--- src/rtl/core/sbba_pkg.sv ---
// Shared constants and types of the striped block bitmap allocator.
package sbba_pkg;

  // Field and register widths.
  localparam int ACTION_W = 2;
  localparam int BLOCK_W  = 10;
  localparam int STATUS_W = 2;
  localparam int DISK_W   = 3;
  localparam int MODE_W   = 2;
  localparam int DCOUNT_W = 4;
  localparam int BCOUNT_W = 11;

  localparam int DEF_MAX_BLOCKS = 1024;
  localparam int MAX_DISKS      = 8;
  localparam int MIN_DISKS      = 2;

  // Actions; any other code behaves as a test.
  localparam logic [ACTION_W-1:0] ACT_ALLOC = 2'd0;
  localparam logic [ACTION_W-1:0] ACT_FREE  = 2'd1;
  localparam logic [ACTION_W-1:0] ACT_TEST  = 2'd2;

  // Result status codes.
  localparam logic [STATUS_W-1:0] ST_OK      = 2'd0;
  localparam logic [STATUS_W-1:0] ST_NOSPACE = 2'd1;
  localparam logic [STATUS_W-1:0] ST_NOTUSED = 2'd2;

  localparam logic [MODE_W-1:0] RAID_STRIPED = 2'd0;

  // Configuration register indexes.
  localparam logic [1:0] REG_MODE        = 2'd0;
  localparam logic [1:0] REG_NUM_DISKS   = 2'd1;
  localparam logic [1:0] REG_BLOCK_COUNT = 2'd2;

  localparam logic [MODE_W-1:0]   RESET_MODE        = 2'd0;
  localparam logic [DCOUNT_W-1:0] RESET_NUM_DISKS   = 4'd2;
  localparam logic [BCOUNT_W-1:0] RESET_BLOCK_COUNT = 11'd1024;

  // Control part of the request token that walks down the cell chain.
  typedef struct packed {
    logic                valid;
    logic [ACTION_W-1:0] action;
    logic                in_map;
    logic                done;
    logic                used;
  } tok_ctl_t;

endpackage

--- src/rtl/core/sbba_div.sv ---
// Division of a block index by the disk count: reciprocal multiply, then back-multiply.
module sbba_div #(
  parameter int DIVIDEND_W = 10
) (
  input  logic                          clk_i,
  input  logic                          rst_ni,
  input  logic                          start_i,
  input  logic [DIVIDEND_W-1:0]         dividend_i,
  input  logic [sbba_pkg::DCOUNT_W-1:0] divisor_i,
  output logic                          busy_o,
  output logic [DIVIDEND_W-1:0]         quot_o,
  output logic [sbba_pkg::DCOUNT_W-1:0] rem_o
);

  // With the reciprocal rounded up and DCOUNT_W extra fraction bits the quotient is exact
  // for every dividend of DIVIDEND_W bits and every nonzero divisor that fits DCOUNT_W bits.
  localparam int SHIFT_W = DIVIDEND_W + sbba_pkg::DCOUNT_W;
  localparam int RECIP_W = SHIFT_W + 1;
  localparam int PROD_W  = DIVIDEND_W + RECIP_W;
  localparam int NDIV    = 2 ** sbba_pkg::DCOUNT_W;

  logic                          busy_q, busy_d;
  logic                          step_q, step_d;
  logic [DIVIDEND_W-1:0]         num_q, num_d;
  logic [sbba_pkg::DCOUNT_W-1:0] div_q, div_d;
  logic [DIVIDEND_W-1:0]         quot_q, quot_d;
  logic [sbba_pkg::DCOUNT_W-1:0] rem_q, rem_d;
  logic [RECIP_W-1:0]            recip;
  logic [PROD_W-1:0]             prod;
  logic [DIVIDEND_W-1:0]         back;

  always_comb begin
    // Reciprocal table; every entry is a constant.
    recip = '0;
    for (int k = 1; k < NDIV; k++) begin
      if (div_q == sbba_pkg::DCOUNT_W'(k)) begin
        recip = RECIP_W'(((64'd1 << SHIFT_W) + 64'(k) - 64'd1) / 64'(k));
      end
    end
    prod = PROD_W'(num_q) * PROD_W'(recip);
    back = quot_q * DIVIDEND_W'(div_q);

    busy_d = busy_q;
    step_d = step_q;
    num_d  = num_q;
    div_d  = div_q;
    quot_d = quot_q;
    rem_d  = rem_q;
    if (start_i) begin
      busy_d = 1'b1;
      step_d = 1'b0;
      num_d  = dividend_i;
      div_d  = divisor_i;
    end else if (busy_q) begin
      if (!step_q) begin
        quot_d = prod[SHIFT_W +: DIVIDEND_W];
        step_d = 1'b1;
      end else begin
        rem_d  = sbba_pkg::DCOUNT_W'(num_q - back);
        busy_d = 1'b0;
      end
    end
  end

  always_ff @(posedge clk_i or negedge rst_ni) begin
    if (!rst_ni) begin
      busy_q <= 1'b0;
      step_q <= 1'b0;
    end else begin
      busy_q <= busy_d;
      step_q <= step_d;
    end
  end

  always_ff @(posedge clk_i) begin
    num_q  <= num_d;
    div_q  <= div_d;
    quot_q <= quot_d;
    rem_q  <= rem_d;
  end

  assign busy_o = busy_q;
  assign quot_o = quot_q;
  assign rem_o  = rem_q;

endmodule
--- config.mk ---
export PLATFORM = sky130hd
export DESIGN_NAME = sbba_div
export DESIGN_NICKNAME = d
export VERILOG_FILES = /design/src/rtl/core/sbba_pkg.sv /design/src/rtl/core/sbba_div.sv
export SDC_FILE = /design/constraint.sdc
export NUM_CORES = 1
export LEC_CHECK = 0
export ABC_AREA = 1
export BUFFER_PORTS_ARGS = -buffer_cell sky130_fd_sc_hd__buf_2
export CAP_MARGIN = 0
export CORE_MARGIN = 3
export CORE_UTILIZATION = 40
export CTS_CLUSTER_SIZE = 16
export DETAILED_ROUTE_END_ITERATION = 8
export PLACE_DENSITY = 0.53
export SLEW_MARGIN = 20
export SYNTH_ARGS = -nofsm -noshare
export SYNTH_HDL_FRONTEND = slang
export SYNTH_SLANG_ARGS = --single-unit
--- constraint.sdc ---
create_clock -name clk_i -period 8.5 [get_ports clk_i]
set_input_delay 2.125 -clock clk_i [delete_from_list [all_inputs] [get_ports clk_i]]
set_output_delay 2.125 -clock clk_i [all_outputs]
set_load 0.02 [all_outputs]
# == Word-level counts from Yosys, hierarchy flattened ==
# Index checks and enable logic that the tools add are counted.
# op_classes
addsub,1
mul,2
n_eq_ne,15
n_mux,20
bitwise_logic,2
n_reduce_logical,3
# ops
operator,n
two-way mux 15 bit,15
== test 4 bit (second input constant),8
multiplier 10 x 15 -> 24 bit,1
== test 4 x 3 -> 1 bit (second input constant),4
multiplier 10 x 4 -> 4 bit,1
== test 4 x 2 -> 1 bit (second input constant),2
AND reduction 3 bit,2
two-way mux 1 bit,5
== test 4 x 1 -> 1 bit (second input constant),1
subtractor 4 bit,1
NOT 1 bit,2
nonzero test 2 bit,1
# word_totals
ff_bits,30
inputBits,17
out_inout_bits,15
elab_cells,49

# == Longest topological paths before layout ==
# logic_depth
ltp_word,17
mapped_depth,29

# == Least setup slack after synthesis ==
# OpenSTA, ideal clock, no wires.
# synth_timing
path_kind,reg2reg
startpoint,register div_q[1] in the netlist's numbering
endpoint,"register quot_q[9] (netlist: quot_o[9]), data pin"
setup_ns,0.252
arrival_time_ns,4.882
t_required_ns,8.248
setup_slack_ns,3.366
path_stages_with_launch,24
n_path_buf,1
cell_sequence,edfxtp_1 > buf_4 > inv_4 > nand2_4 > o21ai_1 > nand2_1 > fa_1 > inv_1 > fa_1 > fa_1 > fa_1 > inv_1 > fa_1 > inv_1 > ha_1 > nand2_1 > nor2_1 > inv_1 > o21ai_0 > inv_1 > nor2_1 > nor2_1 > nand3b_1 > nand2_1
# synth_via
elab_chain_len,17
# synth_lines
item,line,source
from (decl),sbba_div.sv:25,"logic [sbba_pkg::DCOUNT_W-1:0] div_q, div_d;"
from (signal assigned),sbba_div.sv:77,div_q <= div_d;
== test 4 x 1 -> 1 bit,sbba_div.sv:36,if (div_q == sbba_pkg::DCOUNT_W'(k)) begin
two-way mux 15 bit (14 in a row),sbba_div.sv:36,
two-way mux 15 bit (*),sbba_div.sv:36,
multiplier 10 x 15 -> 24 bit (*),sbba_div.sv:40,prod = PROD_W'(num_q) * PROD_W'(recip);
named net prod[23],sbba_div.sv:29,logic [PROD_W-1:0] prod;
to (signal assigned),sbba_div.sv:78,quot_q <= quot_d;
to (decl),sbba_div.sv:26,"logic [DIVIDEND_W-1:0] quot_q, quot_d;"
# The timed path passes the listed nets; every way through them passes the cells marked *.
# A chain may end at the register's enable or synchronous reset.

# == Final worst setup path ==
# layout_timing
startpoint,register div_q[2] in the netlist's numbering
endpoint,"register quot_q[6] (netlist: quot_o[6]), data pin"
# The elaborated chain is that of the path after synthesis.

==> run metrics <==
status complete, no violations; warnings from Yosys 0; CP Max Fanout 10; Worst EP arrival 6.15 ns; syn_area_per_cell 8.05 sq um; Slew HR 38.9%; first-pass GRT wire length 27600 microns; Max VDD drop 243 uV; gpl congestion 0.902; core footprint 15400 sq um; cell chain of the critical path inv_2 -> nand2_4 -> inv_1 -> nor2_1 -> o21a_1 -> o21bai_1 -> inv_1 -> nor2_1 -> fa_1 -> fa_1 -> fa_1 -> fa_1 -> inv_1 -> fa_1 -> inv_1 -> ha_1 -> a21oi_1 -> inv_1 -> a31oi_1 -> o21ai_0 -> a21oi_1 -> nand2_1 -> xor2_1; Worst Skew 0.00561 ns; Layout Nets 995; Max-Cap Viols 0; port buffer count 31; Clk Latency, worst-skew pair 0.28 ns; number of synthesized register bits 30; vias in the first global route 5204; Sw Pwr 0.00156 W; routed vias/inst 4.93; Setup Viol. Count Final 0; synthesized net count 969; post-cts resize count 0; CP Buf/Inv Count 6; Reg clk slew, reported paths 0.05 ns; Fin Setup TNS 0 ns; die width 132 microns; routed wire length 16500 microns; Post-synth EDFFs 28; commonest non-fill, non-tap cell in the layout inv_1; initial DRC count 240; total vias in the final route 5050; Pint 0.00120 W; ant diodes 0; Net Sw Frac 56.6%; DP Wirelength 14400 microns; area post-placement 6690 sq um; Worst Setup Path Type flip-flop to flip-flop; Final Cycle Share 72.1%; synthesized area 6340 sq um; Async SR Flop Fraction 6.67%; ys flop type edfxtp_1; Design Area, Final 6840 sq um; slowest cell on the critical path edfxtp_1; CP top delay family adder cells; crit path launch type flip-flop; clock share of power 6.5%; routed len/inst 16.1 microns; Least-Margin Pin Slew 0.910 ns; unrepaired setup endpoints after global routing no; dominant cell type by area after synthesis fa_1; CP max stage delay 0.61 ns; DRT antenna net count 0; Yosys top cell area share 32.5%; top post-synthesis cells by area fa_1 (33%), edfxtp_1 (13%), ha_1 (12%); commonest cells after routing, fill and taps aside inv_1 (177), nand2_1 (172), nor2_1 (105), fa_1 (103), ha_1 (62); chip height 132 microns; Layout fillers 1564; Tot Pwr 0.00275 W; HP Class flip-flop to flip-flop; Reg power frac 10.4%; initial antenna violation count 0; Gate Count Post-Synth 787; CTS buffer count 5; WP data required 8.52 ns; remaining routing DRC violations 0; total global-route track usage 20.0%; Pwr per Cell Area 402 nW/um^2; final hold vios 0; fmax 0.163 GHz; Pins Over Slew Limit 0; post-synthesis to final-layout area growth 8.00%; Max Root-Sink Buffers 2; Post-CTS Setup Bufs 0; Unique masters post-synth 38; largest net degree at the start of global routing 20; DIE AREA 17400 sq um; hold buffers post-CTS 0; Lkg Pwr 3.72 nW; worst hold slack 0.511 ns; Root Driver clkbuf_16; CTS tree built; fin crit period 6.13 ns; io pins 32; clock sinks 30; initial core utilization 41.2%; crit end category flip-flop; DRT Pass-1 Iters 5; GRT overflow 0; layout cells sized above 1 8.23%; H-tree levels 2; combinational power share 83.1%; Seq/Total Area, Yosys 14.1%; row cnt 45
==> state kept, by name, indices dropped and copies added (netlist names) <==
signal  flops
quot_o     10
step_q      1
div_q       4
rem_o       4
busy_o      1
num_q      10
==> cells by family (layout without fill, tap and decap cells) <==
group	after synthesis	in the layout	share of synthesized area (%)
simple gates	328	328	22.0
buf+inv	196	223	11.9
fa+ha+maj	165	165	44.8
compound gates	49	49	4.62
flops	30	30	14.1
xor+xnor	19	19	2.63
==> through the flow <==
stage / setup WS, ns / cells / utilization, %
3_5_place_dp: 2.40 / 1017 / 43.5
6_report: 2.37 / 1025 / 44.5
3_3_place_gp: 2.42 / 1017 / 43.5
2_1_floorplan: 3.37 / 787 / -
4_1_cts: 2.36 / 1025 / 44.5
5_1_grt: 1.91 / 1025 / 44.5
==> cell type report <==
cell class	count	area, sq um	share of cell area (%)
sequential	30	891	13.0
timing repair buffer	31	155	2.27
tap	211	264	3.86
inverter	184	693	10.1
clock buffer	6	139	2.03
multi-input combinational	561	4690	68.5
clock inverter	2	12.5	0.183
==> worst reg2reg max path, cell delays in order (launching register included) <==
cell	delay (ns)
edfxtp_1	0.61
inv_2	0.14
nand2_4	0.14
inv_1	0.07
nor2_1	0.15
o21a_1	0.14
o21bai_1	0.31
inv_1	0.24
nor2_1	0.18
fa_1	0.47
fa_1	0.58
fa_1	0.44
fa_1	0.52
inv_1	0.06
fa_1	0.48
inv_1	0.05
ha_1	0.33
a21oi_1	0.19
inv_1	0.06
a31oi_1	0.22
o21ai_0	0.14
a21oi_1	0.14
nand2_1	0.08
xor2_1	0.16
==> synth_stat cells, types with 2 or more instances <==
| library cell | number |
|---|---|
| buf_6 | 2 |
| o21ai_0 | 13 |
| inv_2 | 4 |
| dfrtp_1 | 2 |
| fa_1 | 103 |
| edfxtp_1 | 28 |
| ha_1 | 62 |
| nor2_1 | 105 |
| nand2_4 | 4 |
| xnor2_1 | 5 |
| or2_2 | 2 |
| clkbuf_1 | 9 |
| nor4_1 | 2 |
| clkinv_1 | 2 |
| a21o_1 | 4 |
| nand4_1 | 5 |
| inv_1 | 177 |
| a21oi_1 | 18 |
| xor2_1 | 14 |
| nor2_2 | 3 |
| nand2_2 | 5 |
| nor3_1 | 4 |
| nand3_2 | 2 |
| a31oi_1 | 3 |
| o21bai_1 | 3 |
| nor2_4 | 4 |
| nand2_1 | 172 |
| o21a_1 | 3 |
| nand3_1 | 18 |
==> final timing paths <==
kind                            slack (ns)   endpoint  startpoint  cells after the start
worst max-delay path                  2.37  quot_o[6]    div_q[2]                     23
worst min-delay path                  0.51     busy_o      busy_o                      2
worst max register to register        2.37  quot_o[6]    div_q[2]                     23
worst min register to register        0.51     busy_o      busy_o                      2
max in group asynchronous             6.78     busy_o      rst_ni                      1
min in group asynchronous             1.62     step_q      rst_ni                      1
==> power groups by stage <==
stage | clock (W) | sequential, W | combinational, W
global route | 0.000191 | 0.000291 | 0.00263
global placement | 0 | 0.000287 | 0.00228
CTS | 0.000184 | 0.000286 | 0.00231
floorplan | 0 | 0.000300 | 0.00165
detailed placement | 0 | 0.000289 | 0.00229
finish | 0.000178 | 0.000286 | 0.00229
==> routing by layer <==
| layer | vias to the layer above | share of wire [%] | GRT usage (%) |
|---|---|---|---|
| met5 | - | 0 | 0 |
| met4 | 0 | 0.62 | 2.45 |
| met3 | 8 | 5.8 | 3.55 |
| met2 | 152 | 48 | 32.5 |
| met1 | 2476 | 46 | 28.8 |
| li1 | 2414 | - | - |
No activity file was read; power rests on OpenSTA's default activity.
