### src/rtl/core/sbba_pkg.sv
// Shared constants and types of the striped block bitmap allocator.
package sbba_pkg;

  // Field and register widths.
  localparam int ACTION_W = 2;
  localparam int BLOCK_W  = 10;
  localparam int STATUS_W = 2;
  localparam int DISK_W   = 3;
  localparam int MODE_W   = 2;
  localparam int DCOUNT_W = 4;
  localparam int BCOUNT_W = 11;

  localparam int DEF_MAX_BLOCKS = 1024;
  localparam int MAX_DISKS      = 8;
  localparam int MIN_DISKS      = 2;

  // Actions; any other code behaves as a test.
  localparam logic [ACTION_W-1:0] ACT_ALLOC = 2'd0;
  localparam logic [ACTION_W-1:0] ACT_FREE  = 2'd1;
  localparam logic [ACTION_W-1:0] ACT_TEST  = 2'd2;

  // Result status codes.
  localparam logic [STATUS_W-1:0] ST_OK      = 2'd0;
  localparam logic [STATUS_W-1:0] ST_NOSPACE = 2'd1;
  localparam logic [STATUS_W-1:0] ST_NOTUSED = 2'd2;

  localparam logic [MODE_W-1:0] RAID_STRIPED = 2'd0;

  // Configuration register indexes.
  localparam logic [1:0] REG_MODE        = 2'd0;
  localparam logic [1:0] REG_NUM_DISKS   = 2'd1;
  localparam logic [1:0] REG_BLOCK_COUNT = 2'd2;

  localparam logic [MODE_W-1:0]   RESET_MODE        = 2'd0;
  localparam logic [DCOUNT_W-1:0] RESET_NUM_DISKS   = 4'd2;
  localparam logic [BCOUNT_W-1:0] RESET_BLOCK_COUNT = 11'd1024;

  // Control part of the request token that walks down the cell chain.
  typedef struct packed {
    logic                valid;
    logic [ACTION_W-1:0] action;
    logic                in_map;
    logic                done;
    logic                used;
  } tok_ctl_t;

endpackage

### src/rtl/core/sbba_cell.sv
// One cell of the chain: holds one word of the used map and serves the passing token.
module sbba_cell #(
  parameter int CELL_ID = 0,
  parameter int WORD_W  = 32,
  parameter int WSEL_W  = 5,
  parameter int IDX_W   = 10,
  parameter int LIM_W   = 11
) (
  input  logic                clk_i,
  input  logic                rst_ni,
  input  sbba_pkg::tok_ctl_t  ctl_i,
  input  logic [IDX_W-1:0]    idx_i,
  input  logic [LIM_W-1:0]    rem_i,
  output sbba_pkg::tok_ctl_t  ctl_o,
  output logic [IDX_W-1:0]    idx_o,
  output logic [LIM_W-1:0]    rem_o
);

  logic [WORD_W-1:0] word_q, word_d;
  logic [WORD_W-1:0] mask, free_bits;
  logic [WSEL_W-1:0] pos;
  logic              hit;
  sbba_pkg::tok_ctl_t ctl_q, ctl_d;
  logic [IDX_W-1:0]  idx_q, idx_d;
  logic [LIM_W-1:0]  rem_q, rem_d;

  always_comb begin
    // Only bits below the remaining block count may be allocated here.
    for (int j = 0; j < WORD_W; j++) begin
      mask[j] = rem_i > LIM_W'(j);
    end
    free_bits = ~word_q & mask;
    pos = '0;
    for (int j = WORD_W - 1; j >= 0; j--) begin
      if (free_bits[j]) begin
        pos = WSEL_W'(j);
      end
    end
    hit = ctl_i.in_map && ((idx_i >> WSEL_W) == IDX_W'(CELL_ID));

    word_d = word_q;
    ctl_d  = ctl_i;
    idx_d  = idx_i;
    if (ctl_i.valid && !ctl_i.done) begin
      unique case (ctl_i.action)
        sbba_pkg::ACT_ALLOC: begin
          if (|free_bits) begin
            word_d[pos] = 1'b1;
            ctl_d.done  = 1'b1;
            ctl_d.used  = 1'b1;
            idx_d       = IDX_W'(CELL_ID * WORD_W) + IDX_W'(pos);
          end
        end
        sbba_pkg::ACT_FREE: begin
          if (hit) begin
            word_d[idx_i[WSEL_W-1:0]] = 1'b0;
            ctl_d.done = 1'b1;
            ctl_d.used = 1'b0;
          end
        end
        default: begin
          if (hit) begin
            ctl_d.done = 1'b1;
            ctl_d.used = word_q[idx_i[WSEL_W-1:0]];
          end
        end
      endcase
    end
    rem_d = (rem_i > LIM_W'(WORD_W)) ? rem_i - LIM_W'(WORD_W) : '0;
  end

  always_ff @(posedge clk_i or negedge rst_ni) begin
    if (!rst_ni) begin
      word_q <= '0;
      ctl_q  <= '0;
    end else begin
      word_q <= word_d;
      ctl_q  <= ctl_d;
    end
  end

  always_ff @(posedge clk_i) begin
    idx_q <= idx_d;
    rem_q <= rem_d;
  end

  assign ctl_o = ctl_q;
  assign idx_o = idx_q;
  assign rem_o = rem_q;

endmodule

### config.mk
export PLATFORM = sky130hd
export DESIGN_NAME = sbba_cell
export DESIGN_NICKNAME = d
export VERILOG_FILES = /design/src/rtl/core/sbba_pkg.sv /design/src/rtl/core/sbba_cell.sv
export SDC_FILE = /design/constraint.sdc
export NUM_CORES = 1
export LEC_CHECK = 0
export ABC_AREA = 1
export ABC_CLOCK_PERIOD_IN_PS = 2600
export BUFFER_PORTS_ARGS = -buffer_cell sky130_fd_sc_hd__buf_2
export CORE_ASPECT_RATIO = 0.7
export CORE_MARGIN = 5
export CORE_UTILIZATION = 53
export CTS_CLUSTER_DIAMETER = 60
export DETAILED_ROUTE_END_ITERATION = 8
export GPL_TIMING_DRIVEN = 0
export PLACE_DENSITY_LB_ADDON = 0.05
export REMOVE_ABC_BUFFERS = 1
export SLEW_MARGIN = 0
export SYNTH_ARGS = -nofsm -noshare
export SYNTH_HDL_FRONTEND = slang
export SYNTH_SLANG_ARGS = --single-unit
### constraint.sdc
create_clock -name clk_i -period 2.6 [get_ports clk_i]
set_clock_uncertainty 0.1 [all_clocks]
set_input_delay 0.13 -clock clk_i [delete_from_list [all_inputs] [get_ports clk_i]]
set_output_delay 0.13 -clock clk_i [all_outputs]
set_load 0.05 [all_outputs]
== Word-level counts from Yosys, hierarchy flattened ==
Cells that the tools add are included.

* $add $sub $neg: 1
* Order comparisons: 37
* Eq/ne operators: 3
* Muxes and demuxes: 49
* Bitwise logic cells: 5
* Reductions and logical operators: 10

{| class="wikitable"
|+ Operator list
! cell !! count
|-
| $gt A11 B5 Y1 const B || 16
|-
| $mux W5 || 32
|-
| $gt A11 B4 Y1 const B || 8
|-
| $and A32 B32 Y32 || 2
|-
| $mux W32 || 2
|-
| $not A32 Y32 || 2
|-
| $pmux W32 S2 || 1
|-
| $gt A11 B3 Y1 const B || 4
|-
| $or A32 B32 Y32 || 1
|-
| $reduce_or A32 Y1 || 1
|-
| $mux W10 || 3
|-
| $gt A11 B1 Y1 const B || 2
|-
| $gt A11 B2 Y1 const B || 2
|-
| $lt A5 B6 Y1 const B || 2
|-
| $gt A11 B6 Y1 const B || 1
|-
| $sub A11 B6 Y11 const B || 1
|-
| $demux W1 S5 || 2
|-
| $ge A5 B1 Y1 const B || 2
|-
| $logic_not A10 Y1 || 1
|-
| $mux W2 || 4
|-
| $bmux W1 S5 || 1
|-
| $logic_and A1 B1 Y1 || 4
|-
| $ne A2 B2 Y1 const B || 2
|-
| $pmux W2 S2 || 1
|-
| 6 further kinds || 8
|}

* Register bits: 59
* Input port bits: 29
* Output and inout port bits: 27
* Logic and storage cells: 113

== Depth between registers and ports, before layout ==
* Depth after elaboration: 41
* Mapped depth: 41
* Gate-level depth less buffers: 41

== Least setup slack after synthesis ==
OpenSTA, ideal clock, no wires.

* Path kind: input-to-reg
* Start: input rem_i[5]
* End: register word_q[9]
* Setup time: 124 ps
* Arrival time: 2,716 ps
* Required time: 2,376 ps
* Setup slack: -340 ps
* Stages on the path: 38
* Path buffers: 1
* Cells stage by stage: inv_1 > ha_1 > nand3_2 > nor2_1 > nand2_1 > a21oi_1 > o21ai_2 > nand2_1 > nand2_1 > nand2_1 > nand2_1 > nand2_1 > nand2_1 > nand2_1 > nand2_1 > nand2_1 > nand2_1 > nand2_1 > (+2 left out) > nand2_1 > nand2_1 > nand2_1 > nand2_1 > nand2_1 > nand2_1 > nand2_1 > nand2_1 > nand2_1 > nand2_1 > nand2_1 > nand2_1 > nand2_2 > nand2_4 > nand2_4 > buf_8 > nand4_1 > a21oi_1

* Word-level cells in the longest chain between the ends: 41
* Elaborated cells on any way between the ends: 76
* Those cells by class: order compare: 34; eq/ne: 1; mux: 36; bitwise: 2; reduce/logical: 3

{| class="wikitable"
|+ RTL lines
! what !! line !! text
|-
| start, declared || sbba_cell.sv:13 || <nowiki>input logic [LIM_W-1:0] rem_i,</nowiki>
|-
| $gt A11 B5 Y1 || sbba_cell.sv:30 || <nowiki>mask[j] = rem_i > LIM_W'(j);</nowiki>
|-
| $and A32 B32 Y32 (*) || sbba_cell.sv:32 || <nowiki>free_bits = ~word_q & mask;</nowiki>
|-
| $mux W5 (32 in a row) || sbba_cell.sv:35 || <nowiki>if (free_bits[j]) begin</nowiki>
|-
| $lt A5 B6 Y1 (not written as such) or $ge A5 B1 Y1 (tied branches) || sbba_cell.sv:48 || <nowiki>word_d[pos] = 1'b1;</nowiki>
|-
| $logic_and A1 B1 Y1 (not written as such) || sbba_cell.sv:48 ||
|-
| $mux W1 (not written as such) || sbba_cell.sv:48 ||
|-
| $demux W1 S5 || sbba_cell.sv:48 ||
|-
| $or A32 B32 Y32 (no line) || - ||
|-
| $mux W32 || sbba_cell.sv:47 || <nowiki>if (|free_bits) begin</nowiki>
|-
| $pmux W32 S2 || sbba_cell.sv:45 || <nowiki>unique case (ctl_i.action)</nowiki>
|-
| end signal, assigned || sbba_cell.sv:77 || <nowiki>word_q <= word_d;</nowiki>
|-
| end, declared || sbba_cell.sv:19 || <nowiki>logic [WORD_W-1:0] word_q, word_d;</nowiki>
|}

Mark *: on every way between the ends. The rest lies on a longest branch, timed or not. The select of a mux whose other input is x is not followed.
A chain may end at the register's enable or synchronous reset.

== Worst setup path after layout ==
* Start: input rem_i[10]
* End: register word_q[7]

Same word-level chain as after synthesis.

==> run_summary.xml <==
<?xml version="1.0" encoding="UTF-8"?>
<metrics>
  <group name="clock_network">
    <metric name="cts.clk_slew.worst_paths" unit="ns">0.05</metric>
    <metric name="cts_root_buffer" unit="">clkbuf_16</metric>
    <metric name="clk_latency" unit="ns">0.34</metric>
    <metric name="ctsLongestPathBuffers" unit="">2</metric>
    <metric name="clock_tree_sinks" unit="">59</metric>
    <metric name="cts_tree" unit="">yes</metric>
    <metric name="cts_buffers" unit="">9</metric>
    <metric name="htree_levels" unit="">3</metric>
  </group>
  <group name="setup_path">
    <metric name="setup.reg_to_reg.worst_slack" unit="ns">-0.29</metric>
    <metric name="critical-path-slowest-cell" unit="">a21oi_4</metric>
    <metric name="worst-setup-path-type" unit="">in -&gt; reg</metric>
    <metric name="cpLargestDelayFamily" unit="">simple AND/OR/NAND/NOR gates</metric>
    <metric name="arrival" unit="ns">3.17</metric>
    <metric name="path_cells" unit="">buf_8 &gt; nor2_4 &gt; nand2_4 &gt; nor2_8 &gt; inv_4 &gt; a21oi_4 &gt; o21ai_1 &gt; nand3_4 &gt; nand2_1 &gt; nor2_2 &gt; nand2_1 &gt; nor2_4 &gt; inv_2 &gt; nor3_4 &gt; inv_2 &gt; o21ai_4 &gt; buf_4 &gt; buf_4 &gt; a211oi_1 &gt; a21oi_2</metric>
    <metric name="endpoint_kind" unit="">register</metric>
    <metric name="critical_path_buf_inv_count" unit="">6</metric>
    <metric name="worst_path_largest_cell_delay" unit="ns">0.25</metric>
    <metric name="critical_path.startpoint_type" unit="">input port</metric>
    <metric name="worst_path_maximum_fanout" unit="">8</metric>
    <metric name="worstPathRequired" unit="ns">2.76</metric>
  </group>
  <group name="status">
    <metric name="failed_checks" unit="">setup timing</metric>
    <metric name="status" unit="">complete, but fails checks</metric>
  </group>
  <group name="global_route">
    <metric name="antenna_violations_before_repair" unit="">0</metric>
    <metric name="grt_util_met1" unit="">0.486</metric>
    <metric name="grtUsageMet2" unit="">0.441</metric>
    <metric name="gr-max-usage-layer" unit="">met1</metric>
    <metric name="grt_util_met3" unit="">0.138</metric>
    <metric name="grt_pass1_vias" unit="">4750</metric>
    <metric name="grt_util_all_layers" unit="">0.332</metric>
    <metric name="overflow" unit="">0</metric>
    <metric name="grt_max_degree" unit="">39</metric>
    <metric name="grt_first_pass_wirelength" unit="um">25100</metric>
  </group>
  <group name="power">
    <metric name="worst_ir_drop_vdd" unit="uV">546</metric>
    <metric name="leakage" unit="nW">2.70</metric>
    <metric name="power_density" unit="nW/um2">579</metric>
  </group>
  <group name="logic_synthesis">
    <metric name="cell_with_the_most_instances_after_synthesis" unit="">nand2_1</metric>
    <metric name="synth-warning-count" unit="">0</metric>
    <metric name="syn_area" unit="um2">4160</metric>
    <metric name="post-synth-top-area-fraction" unit="">0.228</metric>
    <metric name="synth-edff-count" unit="">0</metric>
    <metric name="postSynthAreaPerCell" unit="um2">6.52</metric>
    <metric name="part_of_the_yosys_area_used_for_sequential_elements" unit="">0.329</metric>
    <metric name="synth-seq-cells" unit="">59</metric>
    <metric name="ys_types" unit="">47</metric>
    <metric name="synth_top_cells_by_count" unit="">119 x nand2_1, 88 x inv_1, 78 x a21oi_1</metric>
    <metric name="asyncSetResetFlopFracSynth" unit="">0.644</metric>
    <metric name="synth_top_cells_by_area" unit="">dfrtp_1 23%, nand2_1 11%, dfxtp_1 10%</metric>
    <metric name="post-synth-top-area-cell" unit="">dfrtp_1</metric>
    <metric name="synth_cells" unit="">638</metric>
    <metric name="synthFlopType" unit="">dfrtp_1</metric>
  </group>
  <group name="placed_design">
    <metric name="place.port_buffers" unit="">55</metric>
    <metric name="gp_routability_congestion" unit="">1.03</metric>
    <metric name="dp_slack" unit="ns">-2.07</metric>
    <metric name="dp_hpwl" unit="um">10900</metric>
  </group>
  <group name="final_layout">
    <metric name="area_growth" unit="%">42.4</metric>
    <metric name="num-fill-cells" unit="">592</metric>
    <metric name="antenna_cells" unit="">0</metric>
    <metric name="nNetsFinal" unit="">784</metric>
    <metric name="multi_input_comb_area" unit="um2">2850</metric>
    <metric name="register_area" unit="um2">1370</metric>
    <metric name="finish.utilization" unit="">0.763</metric>
    <metric name="drive_gt1_frac" unit="">0.313</metric>
  </group>
  <group name="routing">
    <metric name="drcViolationCount" unit="">0</metric>
    <metric name="initialDrtViolationCount" unit="">903</metric>
    <metric name="route.antenna.remaining_nets" unit="">0</metric>
    <metric name="num_vias" unit="">5352</metric>
    <metric name="detail_route.first_pass.iterations" unit="">8</metric>
    <metric name="drt_wl_total" unit="um">17000</metric>
    <metric name="vias_per_cell" unit="">6.23</metric>
    <metric name="avgRoutedWirePerCell" unit="um">19.7</metric>
  </group>
  <group name="die">
    <metric name="fp.dieW" unit="um">116</metric>
    <metric name="boundaryPins" unit="">56</metric>
    <metric name="die_height" unit="um">84.2</metric>
    <metric name="die_outline_area" unit="um2">9760</metric>
    <metric name="initial_core_util" unit="">0.536</metric>
    <metric name="fp.coreArea" unit="um2">7770</metric>
    <metric name="placement_rows" unit="">27</metric>
  </group>
  <group name="sta">
    <metric name="fmaxAchievable" unit="GHz">0.333</metric>
    <metric name="worst_slew_margin_rel" unit="">0.129</metric>
    <metric name="post-route-min-period" unit="ns">3.00</metric>
    <metric name="fin_crit_sh" unit="">1.16</metric>
    <metric name="timing_max_transition_violations_final" unit="">0</metric>
    <metric name="timing.final.setup_violations" unit="">34</metric>
    <metric name="grt_setup_unrepaired" unit="">yes</metric>
    <metric name="finalHoldViolCount" unit="">0</metric>
    <metric name="postLayoutSetupSlackWorst" unit="ns">-0.403</metric>
    <metric name="slew_of_the_pin_with_the_lowest_slew_margin" unit="ns">1.30</metric>
  </group>
  <group name="hold_path">
    <metric name="holdCritPathClass" unit="">in -&gt; reg</metric>
  </group>
  <group name="run">
    <metric name="timing.max_cap.violations" unit="">0</metric>
  </group>
</metrics>
-- timing repair --
item / CTS / global route
pin swaps: 15 / 34
setup buffers: 19 / 22
endpoints found under the setup margin: 44 / 40
resized for setup: 80 / 78
cloned: 4 / 0
hold buffers: 19 / 1
hold endpoints to repair: 55 / 1
-- cells by family after synthesis --
family,share of synthesized area
AND/OR/NAND/NOR,0.329
flip-flops,0.329
adder cells (fa/ha/maj),0.00601
XOR/XNOR,0.00210
AO/OA/AOI/OAI,0.218
buffers and inverters,0.115
-- final cells by class --
class / instances / area share
clock buffers: 11 / 0.0393
clock inverters: 5 / 0.00507
inverters: 105 / 0.0726
multi-input cells: 462 / 0.481
flip-flops and latches: 59 / 0.231
well taps: 101 / 0.0213
repair buffers: 116 / 0.149
-- flip-flops by register name (all words and copies together), names as in the netlist --
register and count:
ctl_o 6, idx_o 10, rem_o 11, word_q 32
-- report_power, final --
part / leakage, nW / internal [mW] / total [mW] / switching [mW]
registers: 0.531 / 0.959 / 0.979 / 0.0203
clock network: 0.125 / 0.639 / 1.08 / 0.442
logic: 2.04 / 0.420 / 1.37 / 0.951
total: 2.70 / 2.02 / 3.43 / 1.41
-- path summary, 6_finish.rpt --
check / end / start / cells after the start
hold reg to reg: word_q[29]$_DFFE_PN0P_ / word_q[29]$_DFFE_PN0P_ / 2
hold / removal: rem_o[0]$_SDFF_PP0_ / rem_i[0] / 3
setup reg to reg: word_q[21]$_DFFE_PN0P_ / word_q[29]$_DFFE_PN0P_ / 34
max in group asynchronous: word_q[9]$_DFFE_PN0P_ / rst_ni / 2
min in group asynchronous: ctl_o[3]$_DFF_PN0_ / rst_ni / 2
setup / recovery: word_q[7]$_DFFE_PN0P_ / rem_i[10] / 20
-- stage by stage --
stage	setup TNS (ns)	instance area [um2]	std cells	total power [mW]	hold WS [ns]
detailed placement	-75.92	4480	778	1.82	0.156
finish	-11.97	5930	859	3.43	0.00479
floorplan	-25.30	4080	622	1.55	-0.266
global route	-16.92	5930	859	3.55	0.0144
global placement	-74.29	4480	778	1.82	0.153
CTS	-5.93	5420	836	3.16	0.00102
-- routing by layer --
| layer | routed length (um) | up-vias |
|---|---|---|
| met1 | 6820 | 2477 |
| met4 | 590 | 0 |
| met3 | 2540 | 82 |
| met2 | 7010 | 406 |
| li1 | - | 2387 |
| met5 | 0 | - |
-- placed cells by master (no fill, tap or decap), types with 20 or more instances in the layout --
master and n:
a21oi_1 62, buf_2 47, buf_4 38, dfrtp_1 38, dfxtp_1 21, dlygate4sd3_1 20
inv_1 82, nand2_1 99, nand3_1 20, nor2_1 52, nor3_1 43, o21ai_0 22
-- worst min-delay path, cell delays in order --
cell and delay (ns):
buf_4 0.17, nand2_1 0.07, inv_1 0.04
Note: power is estimated with default switching activity, not from simulation.
